**src/rtl/hrfp_pkg.sv**
```systemverilog
// shared types and constants of the h264 rtp fu-a packetizer
`default_nettype none

package hrfp_pkg;

    // configuration register indexes
    localparam logic [1:0] CFG_MAX_FRAGMENT   = 2'd0;
    localparam logic [1:0] CFG_PAYLOAD_TYPE   = 2'd1;
    localparam logic [1:0] CFG_SOURCE_ID      = 2'd2;
    localparam logic [1:0] CFG_TIMESTAMP_STEP = 2'd3;

    // configuration reset values
    localparam logic [10:0] RST_MAX_FRAGMENT   = 11'd1300;
    localparam logic [6:0]  RST_PAYLOAD_TYPE   = 7'd96;
    localparam logic [31:0] RST_SOURCE_ID      = 32'h9876_5432;
    localparam logic [31:0] RST_TIMESTAMP_STEP = 32'(90000 / 24);

    // packet format constants
    localparam logic [7:0]  RTP_VERSION_BYTE = 8'h80;
    localparam logic [7:0]  FU_INDICATOR     = 8'h60 | 8'd28;
    localparam logic [7:0]  FU_START_BIT     = 8'h80;
    localparam logic [7:0]  FU_END_BIT       = 8'h40;
    localparam logic [7:0]  NAL_TYPE_MASK    = 8'h1F;
    localparam logic [10:0] MIN_FRAGMENT     = 11'd16;
    localparam logic [10:0] FILL_MAX         = 11'h7FF;
    localparam logic [19:0] POS_MAX          = 20'hF_FFFF;
    localparam int          HDR_BYTES        = 12;

    // back end byte sequencer steps
    localparam logic [3:0] STEP_FU_IND = 4'd12;
    localparam logic [3:0] STEP_FU_HDR = 4'd13;
    localparam logic [3:0] STEP_DATA   = 4'd14;

    // queue between front and back
    localparam int QUEUE_DEPTH = 4;
    localparam int QPTR_W      = 2;

    typedef struct packed {
        logic [10:0] max_fragment;
        logic [6:0]  payload_type;
        logic [31:0] source_id;
        logic [31:0] timestamp_step;
    } cfg_t;

    // one classified item: a payload byte and what precedes it
    typedef struct packed {
        logic [7:0]  data;
        logic        hdr;
        logic        fu;
        logic [7:0]  fu_hdr;
        logic        pe;
        logic        fe;
        logic [15:0] seq;
        logic [31:0] ts;
    } entry_t;

endpackage

`default_nettype wire

```
**src/rtl/hrfp_front.sv**
```systemverilog
// front end: start code removal, nal classification, fragmentation and counters
`default_nettype none

module hrfp_front #(
    parameter int unsigned MAX_FRAME_BYTES = 1048576
) (
    input  wire                  clk,
    input  wire                  rst_n,
    input  hrfp_pkg::cfg_t       cfg,
    input  wire                  accept,
    input  wire  [7:0]           data_byte,
    input  wire                  frame_start,
    input  wire  [20:0]          frame_length,
    output logic                 push,
    output hrfp_pkg::entry_t     push_entry
);

    localparam int unsigned SIZE_CAP = (MAX_FRAME_BYTES < 32'd2097151) ?
                                       MAX_FRAME_BYTES : 32'd2097151;
    localparam int LEFT_W = $clog2(SIZE_CAP + 1);

    logic [19:0]       pos_reg, pos_next;
    logic              scl_reg, scl_next;
    logic [7:0]        nal_reg, nal_next;
    logic              mode_reg, mode_next;
    logic [10:0]       fill_reg, fill_next;
    logic [LEFT_W-1:0] left_reg, left_next;
    logic [15:0]       seq_reg, seq_next;
    logic [31:0]       ts_reg, ts_next;

    logic [19:0]       p;
    logic              scl_eff;
    logic [2:0]        sep;
    logic [10:0]       mf;
    logic [LEFT_W-1:0] size_eff, len, mf_w, left_dec;
    logic [10:0]       fill_inc;
    logic              first_chunk, close_pkt, done;
    logic              emit;
    hrfp_pkg::entry_t  ent;

    // per byte classification
    always_comb
    begin
        p        = frame_start ? 20'd0 : pos_reg;
        pos_next = (p != hrfp_pkg::POS_MAX) ? p + 20'd1 : p;
        scl_next  = scl_reg;
        nal_next  = nal_reg;
        mode_next = mode_reg;
        fill_next = fill_reg;
        left_next = left_reg;
        seq_next  = seq_reg;
        ts_next   = ts_reg;
        emit      = 1'b0;

        mf   = (cfg.max_fragment < hrfp_pkg::MIN_FRAGMENT) ?
               hrfp_pkg::MIN_FRAGMENT : cfg.max_fragment;
        mf_w = LEFT_W'(mf);
        scl_eff = (p == 20'd3) ? 1'b0 : scl_reg;
        sep     = scl_eff ? 3'd4 : 3'd3;
        size_eff = (32'(frame_length) > SIZE_CAP) ? LEFT_W'(SIZE_CAP) : LEFT_W'(frame_length);
        len      = (size_eff > LEFT_W'(sep)) ? size_eff - LEFT_W'(sep) : LEFT_W'(1);
        left_dec = left_reg - LEFT_W'(1);
        fill_inc = (fill_reg != hrfp_pkg::FILL_MAX) ? fill_reg + 11'd1 : fill_reg;
        first_chunk = (p == 20'(sep) + 20'(fill_inc));
        done        = (left_dec == '0);
        close_pkt   = done || (fill_inc >= mf) || (first_chunk && left_dec == LEFT_W'(1));

        ent.data   = data_byte;
        ent.hdr    = 1'b0;
        ent.fu     = 1'b0;
        ent.fu_hdr = nal_reg & hrfp_pkg::NAL_TYPE_MASK;
        ent.pe     = 1'b0;
        ent.fe     = 1'b0;
        ent.seq    = seq_reg;
        ent.ts     = ts_reg;

        if (p < 20'd3)
        begin
            // start code prefix bytes
            if (p == 20'd0)
            begin
                scl_next  = (data_byte == 8'd0);
                left_next = '0;
                fill_next = '0;
                mode_next = 1'b0;
            end
            else
            begin
                scl_next = scl_reg && (data_byte == 8'd0);
            end
        end
        else if (p == 20'd3 && scl_reg && data_byte == 8'd1)
        begin
            // last byte of a long start code
            scl_next = scl_reg;
        end
        else
        begin
            scl_next = scl_eff;
            if (p == 20'(sep))
            begin
                // nal header byte
                left_next = len - LEFT_W'(1);
                fill_next = '0;
                if (len <= mf_w)
                begin
                    mode_next = 1'b0;
                    emit      = 1'b1;
                    ent.hdr   = 1'b1;
                    ent.pe    = (len == LEFT_W'(1));
                    ent.fe    = (len == LEFT_W'(1));
                    if (len == LEFT_W'(1))
                    begin
                        seq_next = seq_reg + 16'd1;
                        ts_next  = ts_reg + cfg.timestamp_step;
                    end
                end
                else
                begin
                    mode_next = 1'b1;
                    nal_next  = data_byte;
                end
            end
            else if (left_reg != '0)
            begin
                emit      = 1'b1;
                left_next = left_dec;
                if (!mode_reg)
                begin
                    // single nal unit packet body
                    ent.pe = done;
                    ent.fe = done;
                    if (done)
                    begin
                        seq_next = seq_reg + 16'd1;
                        ts_next  = ts_reg + cfg.timestamp_step;
                    end
                end
                else
                begin
                    // fu-a fragment body
                    if (fill_reg == '0)
                    begin
                        ent.hdr = 1'b1;
                        ent.fu  = 1'b1;
                        if (p == 20'(sep) + 20'd1)
                        begin
                            ent.fu_hdr = ent.fu_hdr | hrfp_pkg::FU_START_BIT;
                        end
                        else if (left_reg <= mf_w)
                        begin
                            ent.fu_hdr = ent.fu_hdr | hrfp_pkg::FU_END_BIT;
                        end
                    end
                    fill_next = fill_inc;
                    ent.pe    = close_pkt;
                    ent.fe    = done;
                    if (close_pkt)
                    begin
                        seq_next  = seq_reg + 16'd1;
                        fill_next = '0;
                    end
                    if (done)
                    begin
                        ts_next = ts_reg + cfg.timestamp_step;
                    end
                end
            end
        end
    end

    assign push       = accept && emit;
    assign push_entry = ent;

    // state registers
    always_ff @(posedge clk or negedge rst_n)
    begin
        if (!rst_n)
        begin
            pos_reg  <= '0;
            scl_reg  <= 1'b0;
            nal_reg  <= '0;
            mode_reg <= 1'b0;
            fill_reg <= '0;
            left_reg <= '0;
            seq_reg  <= '0;
            ts_reg   <= '0;
        end
        else if (accept)
        begin
            pos_reg  <= pos_next;
            scl_reg  <= scl_next;
            nal_reg  <= nal_next;
            mode_reg <= mode_next;
            fill_reg <= fill_next;
            left_reg <= left_next;
            seq_reg  <= seq_next;
            ts_reg   <= ts_next;
        end
    end

    // a frame end always closes its packet
    a_fe_closes: assert property (@(posedge clk) disable iff (!rst_n)
        (push && push_entry.fe) |-> push_entry.pe)
        else $error("frame end item without packet end");

endmodule

`default_nettype wire

```
**src/rtl/hrfp_queue.sv**
```systemverilog
// short item queue between front end and back end
`default_nettype none

module hrfp_queue (
    input  wire                clk,
    input  wire                rst_n,
    input  wire                push,
    input  hrfp_pkg::entry_t   push_entry,
    input  wire                pop,
    output logic               full,
    output logic               head_valid,
    output hrfp_pkg::entry_t   head
);

    localparam int CNT_W = hrfp_pkg::QPTR_W + 1;

    hrfp_pkg::entry_t                 mem_reg [hrfp_pkg::QUEUE_DEPTH];
    logic [hrfp_pkg::QPTR_W-1:0]      wr_ptr_reg, rd_ptr_reg;
    logic [CNT_W-1:0]                 count_reg;

    assign full       = (count_reg == CNT_W'(hrfp_pkg::QUEUE_DEPTH));
    assign head_valid = (count_reg != '0);
    assign head       = mem_reg[rd_ptr_reg];

    // entry storage
    always_ff @(posedge clk)
    begin
        if (push)
        begin
            mem_reg[wr_ptr_reg] <= push_entry;
        end
    end

    // pointers and fill count
    always_ff @(posedge clk or negedge rst_n)
    begin
        if (!rst_n)
        begin
            wr_ptr_reg <= '0;
            rd_ptr_reg <= '0;
            count_reg  <= '0;
        end
        else
        begin
            if (push)
            begin
                wr_ptr_reg <= wr_ptr_reg + 1'b1;
            end
            if (pop)
            begin
                rd_ptr_reg <= rd_ptr_reg + 1'b1;
            end
            if (push && !pop)
            begin
                count_reg <= count_reg + 1'b1;
            end
            else if (pop && !push)
            begin
                count_reg <= count_reg - 1'b1;
            end
        end
    end

    a_no_overflow: assert property (@(posedge clk) disable iff (!rst_n)
        full |-> !push)
        else $error("push into a full queue");

    a_no_underflow: assert property (@(posedge clk) disable iff (!rst_n)
        pop |-> head_valid)
        else $error("pop from an empty queue");

endmodule

`default_nettype wire

```
**src/rtl/hrfp_back.sv**
```systemverilog
// back end: expands queued items into rtp header, fu-a bytes and payload
`default_nettype none

module hrfp_back (
    input  wire                clk,
    input  wire                rst_n,
    input  hrfp_pkg::cfg_t     cfg,
    input  wire                head_valid,
    input  hrfp_pkg::entry_t   head,
    output logic               pop,
    output logic               out_valid,
    input  wire                out_stall,
    output logic [7:0]         out_byte,
    output logic               packet_end,
    output logic               frame_end
);

    logic [3:0]  step_reg, step_next;
    logic [3:0]  cur_step;
    logic        load;
    logic        last_step;
    logic [95:0] hdr_vec;
    logic [7:0]  byte_sel;
    logic        out_valid_reg;
    logic [7:0]  out_byte_reg;
    logic        packet_end_reg, frame_end_reg;

    // step selection and byte mux
    always_comb
    begin
        if (!head.hdr || (!head.fu && step_reg >= hrfp_pkg::STEP_FU_IND))
        begin
            cur_step = hrfp_pkg::STEP_DATA;
        end
        else
        begin
            cur_step = step_reg;
        end
        hdr_vec = {hrfp_pkg::RTP_VERSION_BYTE, 1'b0, cfg.payload_type,
                   head.seq, head.ts, cfg.source_id};
        if (cur_step < 4'(hrfp_pkg::HDR_BYTES))
        begin
            byte_sel = hdr_vec[(4'(hrfp_pkg::HDR_BYTES - 1) - cur_step) * 8 +: 8];
        end
        else if (cur_step == hrfp_pkg::STEP_FU_IND)
        begin
            byte_sel = hrfp_pkg::FU_INDICATOR;
        end
        else if (cur_step == hrfp_pkg::STEP_FU_HDR)
        begin
            byte_sel = head.fu_hdr;
        end
        else
        begin
            byte_sel = head.data;
        end
        last_step = (cur_step == hrfp_pkg::STEP_DATA);
        load      = head_valid && (!out_valid_reg || !out_stall);
        pop       = load && last_step;
        if (pop)
        begin
            step_next = '0;
        end
        else if (load)
        begin
            step_next = cur_step + 4'd1;
        end
        else
        begin
            step_next = step_reg;
        end
    end

    // sequencer and output valid
    always_ff @(posedge clk or negedge rst_n)
    begin
        if (!rst_n)
        begin
            step_reg      <= '0;
            out_valid_reg <= 1'b0;
        end
        else
        begin
            step_reg <= step_next;
            if (load)
            begin
                out_valid_reg <= 1'b1;
            end
            else if (!out_stall)
            begin
                out_valid_reg <= 1'b0;
            end
        end
    end

    // output payload register
    always_ff @(posedge clk)
    begin
        if (load)
        begin
            out_byte_reg   <= byte_sel;
            packet_end_reg <= last_step && head.pe;
            frame_end_reg  <= last_step && head.fe;
        end
    end

    assign out_valid  = out_valid_reg;
    assign out_byte   = out_byte_reg;
    assign packet_end = packet_end_reg;
    assign frame_end  = frame_end_reg;

    a_step_range: assert property (@(posedge clk) disable iff (!rst_n)
        step_reg <= hrfp_pkg::STEP_FU_HDR + 4'd1)
        else $error("byte sequencer step out of range");

    a_pop_restarts: assert property (@(posedge clk) disable iff (!rst_n)
        pop |=> (step_reg == '0))
        else $error("sequencer did not restart after an item");

endmodule

`default_nettype wire

```
**src/rtl/h264_rtp_fua_packetizer_unit.sv**
```systemverilog
// top level of the h264 rtp fu-a packetizer
`default_nettype none

// Takes one Annex B frame byte per item and sends RTP packets as a byte
// stream, one output byte per cycle when the sink does not stall. The front
// end takes one input byte per cycle as long as its four-entry queue has
// room; the back end's byte sequencer sends each payload byte, preceded by
// the 12 RTP header bytes for each single-unit packet and by 14 header bytes
// for each FU-A packet (RTP header, indicator, FU header). Start code bytes
// and bytes past frame_length are taken but produce no output.

module h264_rtp_fua_packetizer_unit #(
    parameter int unsigned MAX_FRAME_BYTES = 1048576
) (
    input  wire         clk,
    input  wire         rst_n,
    input  wire         cfg_write,
    input  wire  [1:0]  cfg_index,
    input  wire  [31:0] cfg_data,
    input  wire         in_valid,
    output logic        in_stall,
    input  wire  [7:0]  data_byte,
    input  wire         frame_start,
    input  wire  [20:0] frame_length,
    output logic        out_valid,
    input  wire         out_stall,
    output logic [7:0]  out_byte,
    output logic        packet_end,
    output logic        frame_end
);

    hrfp_pkg::cfg_t   cfg_reg;
    hrfp_pkg::entry_t push_entry, head;
    logic             accept, push, pop, full, head_valid;

    // configuration registers
    always_ff @(posedge clk or negedge rst_n)
    begin
        if (!rst_n)
        begin
            cfg_reg.max_fragment   <= hrfp_pkg::RST_MAX_FRAGMENT;
            cfg_reg.payload_type   <= hrfp_pkg::RST_PAYLOAD_TYPE;
            cfg_reg.source_id      <= hrfp_pkg::RST_SOURCE_ID;
            cfg_reg.timestamp_step <= hrfp_pkg::RST_TIMESTAMP_STEP;
        end
        else if (cfg_write)
        begin
            case (cfg_index)
                hrfp_pkg::CFG_MAX_FRAGMENT:   cfg_reg.max_fragment   <= cfg_data[10:0];
                hrfp_pkg::CFG_PAYLOAD_TYPE:   cfg_reg.payload_type   <= cfg_data[6:0];
                hrfp_pkg::CFG_SOURCE_ID:      cfg_reg.source_id      <= cfg_data;
                hrfp_pkg::CFG_TIMESTAMP_STEP: cfg_reg.timestamp_step <= cfg_data;
                default:                      cfg_reg <= cfg_reg;
            endcase
        end
    end

    // input handshake
    assign in_stall = full;
    assign accept   = in_valid && !full;

    hrfp_front #(
        .MAX_FRAME_BYTES (MAX_FRAME_BYTES)
    ) u_front (
        .clk          (clk),
        .rst_n        (rst_n),
        .cfg          (cfg_reg),
        .accept       (accept),
        .data_byte    (data_byte),
        .frame_start  (frame_start),
        .frame_length (frame_length),
        .push         (push),
        .push_entry   (push_entry)
    );

    hrfp_queue u_queue (
        .clk        (clk),
        .rst_n      (rst_n),
        .push       (push),
        .push_entry (push_entry),
        .pop        (pop),
        .full       (full),
        .head_valid (head_valid),
        .head       (head)
    );

    hrfp_back u_back (
        .clk        (clk),
        .rst_n      (rst_n),
        .cfg        (cfg_reg),
        .head_valid (head_valid),
        .head       (head),
        .pop        (pop),
        .out_valid  (out_valid),
        .out_stall  (out_stall),
        .out_byte   (out_byte),
        .packet_end (packet_end),
        .frame_end  (frame_end)
    );

endmodule

`default_nettype wire
```
**config.mk**
```make
export PLATFORM = sky130hd
export DESIGN_NAME = h264_rtp_fua_packetizer_unit
export DESIGN_NICKNAME = d
export VERILOG_FILES = /design/src/rtl/hrfp_pkg.sv /design/src/rtl/hrfp_front.sv /design/src/rtl/hrfp_queue.sv /design/src/rtl/hrfp_back.sv /design/src/rtl/h264_rtp_fua_packetizer_unit.sv
export SDC_FILE = /design/constraint.sdc
export NUM_CORES = 1
export LEC_CHECK = 0
export BUFFER_PORTS_ARGS = -buffer_cell sky130_fd_sc_hd__buf_2
export CAP_MARGIN = 20
export CORE_MARGIN = 2
export CORE_UTILIZATION = 53
export DETAILED_ROUTE_END_ITERATION = 10
export PLACE_DENSITY = 0.67
export SLEW_MARGIN = 20
export SYNTH_ARGS = -nofsm -noshare
export SYNTH_HDL_FRONTEND = slang
export SYNTH_HIERARCHICAL = 1
export SYNTH_SLANG_ARGS = --single-unit
```
**constraint.sdc**
```tcl
create_clock -name clk -period 8.5 [get_ports clk]
set_input_delay 0.85 -clock clk [delete_from_list [all_inputs] [get_ports clk]]
set_output_delay 0.85 -clock clk [all_outputs]
set_load 0.005 [all_outputs]
```
Word-level counts from Yosys, hierarchy flattened
Memories as Yosys holds them, arrays and structs flattened.
Index checks and enable logic that the tools add are counted.
{ "word_totals": {"regBits": 211, "mem_bits_rw": 272, "in_bits": 69, "n_memories": 1} }
{ "mem_list": {"columns": ["memory", "depth", "word_bits", "read_ports", "rd_clocked_by_memory_dff", "write_ports", "line_no", "text"], "rows": [
  ["u_queue.mem_reg", 4, 68, 1, 0, 1, "hrfp_queue.sv:17", "hrfp_pkg::entry_t mem_reg [hrfp_pkg::QUEUE_DEPTH];"]
]} }
{ "classes": {"addsub": 15, "order_cmp": 9, "n_eq_ne": 22, "n_shift": 1, "mux": 69, "bitwise": 3, "reduce_logical": 50} }
{ "ops": {"columns": ["cell", "count"], "rows": [
  ["two-way mux 32 bit", 5],
  ["two-way mux 21 bit", 7],
  ["two-way mux 16 bit", 7],
  ["two-way mux 11 bit", 9],
  ["indexed part select 96 x 33 -> 8 bit", 1],
  ["== test 21 x 1 -> 1 bit, second input constant", 2],
  ["less-or-equal comparator 21 x 11 -> 1 bit", 2],
  ["subtractor 21 x 1 -> 21 bit, second input constant", 2],
  ["== test 20 bit", 2],
  ["two-way mux 20 bit", 2],
  ["two-way mux 12 bit", 3],
  ["adder 32 bit", 1],
  ["two-way mux 8 bit", 4],
  ["greater-than comparator 21 bit, second input constant", 1],
  ["greater-than comparator 21 x 3 -> 1 bit", 1],
  ["logical NOT 21 bit", 1],
  ["nonzero test 21 bit", 1],
  ["subtractor 21 x 3 -> 21 bit", 1],
  ["adder 20 x 1 -> 20 bit, second input constant", 1],
  ["== test 20 x 2 -> 1 bit, second input constant", 1],
  ["== test 20 x 3 -> 1 bit", 1],
  ["logical NOT 20 bit", 1],
  ["< comparator 20 x 2 -> 1 bit, second input constant", 1],
  ["two-way mux 10 bit", 2],
  ["other kinds (43)", 110]
]} }

Logic depth before layout (Yosys ltp)
{ "depth": {"word_depth": 16, "depth_mapped": 33, "ltp_nobuf": 26} }

By module
Netlist, hierarchy kept.
{ "by_module_without_submodules": {"columns": ["module", "instances", "cells_per_inst", "area_per_inst_um2", "seq_area_each_um2"], "rows": [
  ["hrfp_front", 1, 1341, 10633.9, 2677.6],
  ["hrfp_queue", 1, 390, 10284.9, 8343.0],
  ["h264_rtp_fua_packetizer_unit", 1, 176, 3234.4, 2085.8],
  ["hrfp_back", 1, 212, 1769.2, 425.4]
]} }

Least setup slack after synthesis
Ideal clock, no wire load.
{ "synth_timing": {"path_kind": "input to register", "start": "input frame_start", "end": "memory u_queue/mem_reg[2][0] (netlist bit) (enable)", "setup_ns": 0.433, "arrival_time_ns": 8.033, "setup_slack_ns": 0.034, "cell_stages": 28, "path_cell_list": "clkbuf_1 -> buf_1 -> clkbuf_1 -> nor2b_1 -> ha_1 -> clkbuf_1 -> nand3_1 -> o211ai_1 -> ha_1 -> clkbuf_1 -> a21oi_1 -> nand2_1 -> clkbuf_1 -> a21oi_1 -> and2_1 -> clkbuf_1 -> clkbuf_1 -> or2_2 -> inv_1 -> ha_1 -> nor2b_1 -> o21a_1 -> o21ai_0 -> a211oi_1 -> o41ai_1 -> o21ai_0 -> a21oi_1 -> and2_1"} }
{ "synth_via": {"elab_chain_len": 14, "elab_cells_between_ends": 19} }
{ "synth_rtl": {"columns": ["element", "line_no", "text"], "rows": [
  ["start: declaration", "h264_rtp_fua_packetizer_unit.sv:23", "input wire frame_start,"],
  ["two-way mux 20 bit (*)", "hrfp_front.sv:44", "p = frame_start ? 20'd0 : pos_reg;"],
  ["== test 20 x 2 -> 1 bit", "hrfp_front.sv:58, hrfp_front.sv:92", null],
  ["two-way mux 1 bit", "hrfp_front.sv:58", "scl_eff = (p == 20'd3) ? 1'b0 : scl_reg;"],
  ["two-way mux 3 bit", "hrfp_front.sv:59", "sep = scl_eff ? 3'd4 : 3'd3;"],
  ["subtractor 21 x 3 -> 21 bit or greater-than comparator 21 x 3 -> 1 bit (tied branches)", "hrfp_front.sv:61", "len = (size_eff > LEFT_W'(sep)) ? size_eff - LEFT_W'(sep) : LEFT_W'(1);"],
  ["two-way mux 21 bit", "hrfp_front.sv:61", null],
  ["less-or-equal comparator 21 x 11 -> 1 bit", "hrfp_front.sv:105", "if (len <= mf_w)"],
  ["two-way mux 1 bit", "hrfp_front.sv:105", null],
  ["two-way mux 1 bit", "hrfp_front.sv:100", "if (p == 20'(sep))"],
  ["two-way mux 1 bit", "hrfp_front.sv:92", "else if (p == 20'd3 && scl_reg && data_byte == 8'd1)"],
  ["two-way mux 1 bit (*)", "hrfp_front.sv:77", "if (p < 20'd3)"],
  ["logical AND 1 bit (*)", "hrfp_front.sv:172", "assign push = accept && emit;"],
  ["net push", "h264_rtp_fua_packetizer_unit.sv:34", "logic accept, push, pop, full, head_valid;"],
  ["two-way mux 1 bit (*)", "hrfp_queue.sv:28", "if (push)"],
  ["two-way mux 1 bit (implied by the code) (*)", "hrfp_queue.sv:30", "mem_reg[wr_ptr_reg] <= push_entry;"],
  ["end: declaration", "hrfp_queue.sv:17", null]
]} }
Mark *: on every way through the listed nets, which the timed path passes. The rest lies on a longest branch.

Worst setup path in the final report
{ "layout_timing": {"start": "register u_front.pos_reg[19]", "end": "memory u_queue/mem_reg[2][49] (netlist bit) (enable)"} }
{ "layout_via": {"elab_chain_len": 14, "elab_cells_between_ends": 19} }
{ "layout_rtl": {"columns": ["element", "line_no", "text"], "rows": [
  ["start: declaration", "hrfp_front.sv:22", "logic [19:0] pos_reg, pos_next;"],
  ["start signal: assignment", "hrfp_front.sv:191", "pos_reg <= pos_next;"],
  ["two-way mux 20 bit (*)", "hrfp_front.sv:44", null],
  ["== test 20 x 2 -> 1 bit", "hrfp_front.sv:58, hrfp_front.sv:92", null],
  ["two-way mux 1 bit", "hrfp_front.sv:58", null],
  ["two-way mux 3 bit", "hrfp_front.sv:59", null],
  ["subtractor 21 x 3 -> 21 bit or greater-than comparator 21 x 3 -> 1 bit (tied branches)", "hrfp_front.sv:61", null],
  ["two-way mux 21 bit", "hrfp_front.sv:61", null],
  ["less-or-equal comparator 21 x 11 -> 1 bit", "hrfp_front.sv:105", null],
  ["two-way mux 1 bit", "hrfp_front.sv:105", null],
  ["two-way mux 1 bit", "hrfp_front.sv:100", null],
  ["two-way mux 1 bit", "hrfp_front.sv:92", null],
  ["two-way mux 1 bit (*)", "hrfp_front.sv:77", null],
  ["logical AND 1 bit (*)", "hrfp_front.sv:172", null],
  ["net push", "h264_rtp_fua_packetizer_unit.sv:34", null],
  ["two-way mux 1 bit (*)", "hrfp_queue.sv:28", null],
  ["two-way mux 1 bit (implied by the code) (*)", "hrfp_queue.sv:30", null]
]} }
Marks and branches as above.

==> flow_summary.toml <==
[pwr]
p_per_area_mw_per_mm2 = 310
seqPwrFrac_pct = 38.2
switching_power_w = 0.00326
switching_share_pct = 37.3
power.leakage_nw = 11.0
p_int_w = 0.00547
power_frac_comb_pct = 37.8
peakVddDrop_mv = 0.176
power_frac_clock_pct = 24.0

[grt]
grt_pass1_vias = 17400
gr-total-overflow = 0
grt_pass1_wl_um = 104000
grt_antenna_before_repair = 1
groute.usage.overall_pct = 26.9
grt_max_degree = 74

[yosys]
netlist_instances = 2119
ys_seq_area_share_pct = 52.2
ys_ff_latch = 483
synth_ff_type = "edfxtp_1"
synthMuxAreaShare_pct = 11.2
yosys.area.top_type = "edfxtp_1"
synth_top_area_share_pct = 32.7
synthMostInstantiatedCell = "edfxtp_1"
yosys_warnings = 6
synth_top_family_by_area = "simple AND/OR/NAND/NOR gates"
synth_xor_area_share_pct = 2.91
synth_compound_area_share_pct = 12.0
syn_area_mm2 = 0.0259
synth_edf_count = 282
avgSynthCellArea_um2 = 12.2
synthAdderAreaFrac_pct = 4.70
synth-async-reset-ratio_pct = 41.6
syn_nets = 2283
synthTopCellsByArea = "edfxtp_1 (33%), dfrtp_1 (17%), mux4_2 (5.9%), ha_1 (4.4%), dfstp_2 (2.7%)"
yosys.area_share.simple_pct = 13.2
ys_types = 101
synth_common_cells = "edfxtp_1 (282), dfrtp_1 (174), nand2_1 (145), o21ai_0 (112), a21oi_1 (108)"

[placed_design]
routabilityCongestion = 0.954
dp_cells = 2722
placed_area_mm2 = 0.0265
dp_hpwl_um = 46600
numPortBuffers = 80

[setup_path]
r2r_slack_ns = 1.38
worstReg2RegStart = "u_front/pos_reg[19]"
rr_worst_depth = 21
endpoint_kind = "flip-flop"
arrival_ns = 7.32
cp-startpoint = "u_front/pos_reg[19]"
crit_path_max_fanout = 68
r2r-end = "u_queue/mem_reg[2][49]"
critPathLaunchType = "flip-flop"
cp-endpoint = "u_queue/mem_reg[2][49]"
crit_required_ns = 8.70
path_class = "flip-flop to flip-flop"

[outcome]
status = "finished clean"

[clock_tree]
clk_latency_ns = 0.59
cts_made_buffers = 51
clock-sinks = 483
cts_resized = 0
root_buffer = "clkbuf_16"
postCtsSetupBuffers = 0
path_clk_slew_ns = 0.06
cts_hold_buf = 0
h-tree-depth = 2
tritoncts = "built"
clockBufferDepth = 3

[finish]
largest_reg_flops = 272
area_growth_pct = 8.65
antenna_cells = 0
nFillCells = 4014
drive_gt1_share_pct = 17.2
stdcell_count = 2820
post-route-cell-area_mm2 = 0.0282
final_net_count = 2320
finish.utilization_pct = 57.9

[sta]
skew_ns = 0.0182
setup_tns_ns = 0
slew_viol_final = 0
finalSetupViolCount = 0
hold_violations = 0
fin_crit_ns = 7.12
slew_headroom_pct = 25.0
hold_slack_ns = 0.247
tightest_slew_ns = 1.13
grt_setup_unrepaired = "no"
finalCritPeriodShare_pct = 83.7
max_freq_ghz = 0.140

[floorplan]
core_area_mm2 = 0.0486
start_util_pct = 53.3
fp.dieArea_mm2 = 0.0507
rows = 81
die_x_um = 225
die_y_um = 225
io_pins = 81

[min_path]
hold_class = "input port to asynchronous set/reset pin"

[run]
maxCapViolCount = 0

[detailed_routing]
wl_per_cell_um = 23.7
ant_nets = 0
drcViolationCount = 0
totalWireLength_um = 66900
dr.pass1.iters = 6
vias = 18000
drt_iter0_markers = 1557
viasPerCell = 6.38
==> cells by family after synthesis <==
kind of cell    after synthesis
buf+inv                     184
mux                         179
other cells                   1
fa+ha+maj                    95
compound gates              474
simple gates                617
xor+xnor                     86
flops                       483
==> area by class of cell <==
cell class	count	area [µm²]	share of cell area, %
clock buffers	69	1390	4.92
clock inverters	26	188	0.666
inverters	72	270	0.960
multi-input cells	1452	11400	40.6
flip-flops and latches	483	13500	48.1
well taps	622	778	2.76
repair buffers	96	576	2.04
==> routing by layer <==
metal | track usage (%) | part of all wire [%] | up-vias
met3 | 3.56 | 5.7 | 149
met5 | 0 | 0.018 | -
li1 | - | - | 8200
met1 | 35.8 | 41 | 9016
met2 | 45.1 | 49 | 624
met4 | 10.6 | 4.0 | 2
==> layout by cell type, fill, tap and decap left out, types with 11 or more instances in the layout <==
cell / netlist / routed
nor3b_1: 12 / 12
buf_4: 16 / 13
nor4_1: 29 / 29
o31ai_1: 15 / 15
mux2_4: 33 / 33
a21oi_1: 108 / 108
edfxtp_1: 282 / 282
xor2_1: 50 / 50
a21o_1: 22 / 22
and4_1: 11 / 11
o211ai_1: 19 / 19
nand2b_1: 25 / 25
and3_1: 26 / 26
ha_1: 91 / 91
buf_2: 27 / 79
nand3_1: 56 / 56
mux2_2: 39 / 39
dfstp_2: 27 / 27
xnor2_1: 36 / 36
clkinv_1: 0 / 11
nor3_1: 46 / 46
o22ai_1: 17 / 17
or3_1: 19 / 19
a211oi_1: 14 / 14
dfrtp_1: 174 / 172
o21a_1: 17 / 17
and2_1: 18 / 14
nand2_1: 145 / 145
clkbuf_16: 0 / 52
mux2_1: 30 / 30
inv_1: 71 / 71
clkbuf_1: 49 / 15
a31oi_1: 20 / 20
o21ai_0: 112 / 112
or4_1: 11 / 11
nand4_1: 29 / 29
nor2b_1: 25 / 24
nor2_1: 102 / 102
mux4_2: 68 / 68
==> power by group through the flow <==
stage | Clock, W | Combinational, W | Sequential, W
after floorplan | 0 | 0.00253 | 0.00317
after global placement | 0 | 0.00319 | 0.00336
after detailed placement | 0 | 0.00325 | 0.00338
after CTS | 0.00214 | 0.00326 | 0.00334
after global routing | 0.00223 | 0.00359 | 0.00339
final | 0.00209 | 0.00330 | 0.00334
==> critical path, cell delays in order (launching register included) <==
cell	delay, ns
dfrtp_1	0.41
nor4_1	0.76
nand3_1	0.15
o211ai_1	0.19
buf_4	0.23
inv_1	0.09
ha_1	0.33
nand3b_1	0.13
nand2_1	0.32
a21oi_1	0.13
nand2_1	0.35
o21ai_0	0.15
a311oi_1	0.43
ha_1	0.33
a21o_1	0.18
a21o_1	0.17
a21oi_1	0.13
nor2b_1	0.06
o41ai_1	0.32
o21ai_0	0.26
a21oi_1	0.54
and2_4	0.96
==> stage by stage <==
stage / total power (W) / worst slack (ns)
2_1_floorplan: 0.00570 / 0.0336
3_3_place_gp: 0.00655 / 1.24
3_5_place_dp: 0.00663 / 1.04
4_1_cts: 0.00874 / 1.38
5_1_grt: 0.00921 / 0.848
6_report: 0.00873 / 1.38
==> worst min path at each step <==
| stage | from | to | slack, ns | depth (start not counted) |
|---|---|---|---|---|
| 3_5_place_dp | cfg_reg[41] | cfg_reg[41] | 0.47 | 1 |
| 6_report | rst_n | u_front/fill_reg[7] | 0.25 | 1 |
| 2_1_floorplan | u_queue/count_reg[2] | u_queue/count_reg[2] | 0.45 | 1 |
| 5_1_grt | rst_n | u_front/left_reg[14] | 0.26 | 1 |
| 3_3_place_gp | cfg_reg[41] | cfg_reg[41] | 0.47 | 1 |
| 4_1_cts | rst_n | u_front/fill_reg[7] | 0.22 | 1 |
Note: power is estimated with default switching activity, not from simulation.
